### config.mk
export PLATFORM = sky130hd
export DESIGN_NAME = stt_frame_cell
export DESIGN_NICKNAME = d
export VERILOG_FILES = /design/src/design/assert_macros.svh /design/src/design/stt_pkg.sv /design/src/design/stt_frame_cell.sv
export SDC_FILE = /design/constraint.sdc
export NUM_CORES = 1
export LEC_CHECK = 0
export BUFFER_PORTS_ARGS = -buffer_cell sky130_fd_sc_hd__buf_2
export CORE_AREA = 3 3 223 225
export CTS_CLUSTER_DIAMETER = 120
export DETAILED_ROUTE_END_ITERATION = 16
export DIE_AREA = 0 0 226 228
export MAX_ROUTING_LAYER = met4
export SLEW_MARGIN = 20
export SYNTH_ARGS = -nofsm -noshare
export SYNTH_HDL_FRONTEND = slang
export SYNTH_SLANG_ARGS = --single-unit
### constraint.sdc
create_clock -name clock -period 1.4 [get_ports clock]
set_clock_uncertainty 0.1 [all_clocks]
set_input_delay 0.28 -clock clock [delete_from_list [all_inputs] [get_ports clock]]
set_output_delay 0.28 -clock clock [all_outputs]
set_load 0.005 [all_outputs]
### src/design/assert_macros.svh
// ----------------------------------------------------------------------------
// assert_macros.svh
// Clocked assertion helpers included by the trigger core; empty in synthesis.
// ----------------------------------------------------------------------------
`ifndef ASSERT_MACROS_SVH
`define ASSERT_MACROS_SVH

`ifndef SYNTHESIS

`define ASSERT_CLK(lbl, clk, rst, prop, msg) \
   lbl: assert property (@(posedge clk) disable iff (rst) prop) else $error(msg);

`define ASSERT_NEVER(lbl, clk, rst, prop, msg) \
   lbl: assert property (@(posedge clk) disable iff (rst) !(prop)) else $error(msg);

`else

`define ASSERT_CLK(lbl, clk, rst, prop, msg)

`define ASSERT_NEVER(lbl, clk, rst, prop, msg)

`endif

`endif

### src/design/stt_pkg.sv
`timescale 1ns / 1ps
// ----------------------------------------------------------------------------
// stt_pkg
// Types, sizes and constants of the spectral tree trigger.
// ----------------------------------------------------------------------------
package stt_pkg;

   localparam int FRAMES    = 32;
   localparam int BINS      = 6;
   localparam int NODES     = 8;
   localparam int SAMPLE_W  = 16;
   localparam int POWER_W   = 32;
   localparam int REG_IDX_W = $clog2(NODES);
   localparam int REQ_W     = 2 * BINS * SAMPLE_W;
   localparam int RSP_W     = 8;

   typedef logic signed [SAMPLE_W-1:0] sample_type;
   typedef logic [POWER_W-1:0]         power_type;
   typedef power_type [BINS-1:0]       frame_type;
   typedef frame_type [FRAMES-1:0]     ring_type;
   typedef power_type [NODES-1:0]      thr_array_type;

   // Threshold register indexes, one per tree node
   typedef enum logic [REG_IDX_W-1:0] {
      REG_THR_A,
      REG_THR_B,
      REG_THR_C,
      REG_THR_D,
      REG_THR_E,
      REG_THR_F,
      REG_THR_G,
      REG_THR_H
   } reg_index_type;

   localparam power_type THR_RESET [NODES] = '{
      32'd32603, 32'd213062, 32'd24741, 32'd30347,
      32'd6188,  32'd789,    32'd37587, 32'd34760
   };

   // Ring position each node looks at, counted from bin 0 of the oldest frame
   localparam int NODE_POS [NODES] = '{96, 90, 187, 2, 144, 179, 140, 176};

endpackage

### src/design/stt_frame_cell.sv
`timescale 1ns / 1ps
// ----------------------------------------------------------------------------
// stt_frame_cell
// One frame slot of the power ring; hands its frame to the next slot on shift.
// ----------------------------------------------------------------------------
module stt_frame_cell
   import stt_pkg::*;
(
   input  logic      clock,
   input  logic      reset,
   input  logic      shift_i,
   input  frame_type frame_i,
   input  logic      valid_i,
   output frame_type frame_o,
   output logic      valid_o,
   output frame_type tap_o
);

   frame_type frame_ff;
   logic      valid_ff;

   always_ff @(posedge clock) begin
      if (reset) begin
         valid_ff <= 1'b0;
      end else if (shift_i) begin
         valid_ff <= valid_i;
      end
   end

   always_ff @(posedge clock) begin
      if (shift_i) begin
         frame_ff <= frame_i;
      end
   end

   // A slot never written reads as zero
   always_comb begin
      for (int b = 0; b < BINS; b++) begin
         tap_o[b] = valid_ff ? frame_ff[b] : '0;
      end
   end

   assign frame_o = frame_ff;
   assign valid_o = valid_ff;

endmodule

==> impl_metrics.toml <==
[outcome]
status = "complete, but fails checks"
violations = "negative setup slack"

[timing]
max_slew.worst_pin.slew_ns = 0.266
rsz0062_at_grt = "yes"
hold_viol = 0
fin_crit_sh = 1.35
fin_crit_ns = 1.89
fin_ws_ns = -0.492
finalSetupViolCount = 313
fmax_mhz = 528
slew_violations = 0
holdWs_ns = 0.398
slew_headroom = 0.823

[clock_tree]
root_buffer = "clkbuf_16"
cts_buffer_depth = 2
cts_max_level = 4
tritoncts = "done"
clk_latency_ns = 0.47
path_clk_slew_ns = 0.07
numCtsBuffers = 17
clock_sinks = 193

[detailed_routing]
drc = 0
drt-total-wl_microns = 33600
dr.pass1.iters = 5
drt-initial-drc-count = 331
wl_per_cell_microns = 18.0
vias_per_cell = 3.64
vias = 6785
ant_nets = 0

[logic_synthesis]
ys.warnings.count = 0
async_flop_share = 0
synth-seq-cells = 193
synthTopCellsByCount = "and2_1, edfxtp_1, buf_6"
netlist_area_sq_um = 7220
synth.top_cell.area_share = 0.798
ys_types = 7
synth_top_area_cell = "edfxtp_1"
yosysSeqAreaShare = 0.801
postSynthCellCount = 408
synth_area_leaders = "edfxtp_1, and2_1, buf_6"
synth_area_per_cell_sq_um = 17.7
synth_edf_count = 192
ys.flop_type = "edfxtp_1"
synth_nets = 604

[global_routing]
grt_pass1_vias = 6971
grt_max_degree = 90
antenna_found_initial = 9
grt.total_usage = 0.118
grt.overflow.total = 0
grt_pass1_wl_microns = 42900

[placed_design]
place.gp.congestion = 0.803
post_dp_cell_area_sq_um = 11000
dp_hpwl_microns = 22800
numPortBuffers = 580

[setup_path]
path_class = "reg -> out"
cp-end-kind = "primary output"
critPathMaxFanout = 13
slowest_delay_ns = 0.43
critPathArrivalTime_ns = 1.51
cp.required_ns = 1.02
path_cells = "buf_12, clkbuf_16, and2_1, buf_2"
crit_slowest_cell = "dfxtp_4"
start_kind = "flip-flop"

[floorplan]
fp.dieW_microns = 226
initial_core_util = 0.151
core_area_sq_um = 47700
rows = 80
die_h_microns = 228
pin_count = 581
die_area_sq_um = 51500

[job]
maxCapViolCount = 0

[min_path]
hold_path_class = "in -> reg"

[pwr]
cellLeakagePower_nw = 6.53
irDropWorstVdd_mv = 0.644
total_power_w = 0.0140
power.density_nw_per_um2 = 977

[final_layout]
nNetsFinal = 1425
drive_gt1_frac = 0.564
final_area_sq_um = 14300
area_growth_syn_to_layout_pct = 97.8
[routing by layer]
layer  vias to the layer above  GRT usage  part of all wire
met1                      3219      0.118              0.37
met5                         -          -                 0
met3                        49     0.0390             0.089
met2                       442      0.208              0.51
met4                         0     0.0528             0.030
li1                       3075          -                 -
[final cells by class]
| class | count | area (sq um) |
|---|---|---|
| Fill cell | 4751 | 33500 |
| Sequential cell | 193 | 5790 |
| Clock inverter | 14 | 88.8 |
| Antenna cell | 6 | 15.0 |
| Timing Repair Buffer | 823 | 5870 |
| Multi-Input combinational cell | 194 | 1330 |
| Clock buffer | 18 | 429 |
| Tap cell | 615 | 769 |
[cells by family (layout without fill, tap and decap cells)]
family / Yosys count / count (layout) / synth area share
flip-flops: 193 / 193 / 0.801
AND/OR/NAND/NOR: 193 / 193 / 0.167
buffers and inverters: 21 / 855 / 0.0310
multiplexers: 1 / 1 / 0.00139
other: 0 / 6 / 0
[placed cells by master, fill, tap and decap left out]
cell           synthesis  layout
clkinv_1               0       4
buf_6                 19      49
clkbuf_1               0       1
clkinv_4               0       2
buf_16                 0       6
buf_2                  2     528
clkinvlp_4             0       2
edfxtp_1             192     192
buf_12                 0       8
and2_4                 0      45
clkbuf_8               0       1
buf_8                  0       1
mux2i_1                1       1
and2_1               192     147
clkinv_2               0       3
dlygate4sd3_1          0     195
buf_4                  0      29
dfxtp_4                0       1
clkbuf_16              0      23
inv_6                  0       3
nor2_1                 1       1
diode_2                0       6
[repair_timing]
action	4_1_cts	5_1_grt
hold endpoints to repair	204	0
hold buffers	195	0
buffers inserted	1	3
gates cloned	3	10
setup endpoints to repair	385	385
pin swaps	5	0
gates resized for setup	7	105
[report_power, final]
group / leakage (nW) / internal [W] / total (W) / switching [W]
Clock: 0.251 / 0.00225 / 0.00444 / 0.00219
Sequential: 1.89 / 0.00688 / 0.00722 / 0.000338
Combinational: 4.39 / 0.00138 / 0.00229 / 0.000910
[state kept, by name, indices dropped and copies added, names as in the netlist]
| register | flops |
|---|---|
| frame_o | 192 |
| valid_o | 1 |
[metrics by stage]
| step | cells | TNS [ns] | utilization | setup slack, ns |
|---|---|---|---|---|
| final | 1863 | -86.88 | 0.299 | -0.492 |
| after global routing | 1863 | -117.20 | 0.299 | -0.588 |
| after CTS | 1844 | -107.12 | 0.285 | -0.546 |
| after detailed placement | 1613 | -0.0337 | 0.230 | -0.0283 |
| after global placement | 1613 | -0.00700 | 0.230 | -0.00700 |
| after floorplan | 408 | 0 | - | 0.208 |
[final timing paths]
| kind | start | slack [ns] | cells past startpoint | end |
|---|---|---|---|---|
| worst min-delay path | reset | 0.40 | 3 | valid_o |
| worst max register to register | valid_o | 0.03 | 6 | valid_o |
| worst max-delay path | valid_o | -0.49 | 4 | tap_o[11] |
| worst min register to register | valid_o | 1.07 | 6 | valid_o |
[worst max-delay path: cells and delay by family, from the launching register on]
kind | cells | cell delay, ns
buffers and inverters | 3 | 0.46
flip-flops | 1 | 0.43
AND/OR/NAND/NOR | 1 | 0.13
No activity file was read; power rests on OpenSTA's default activity.
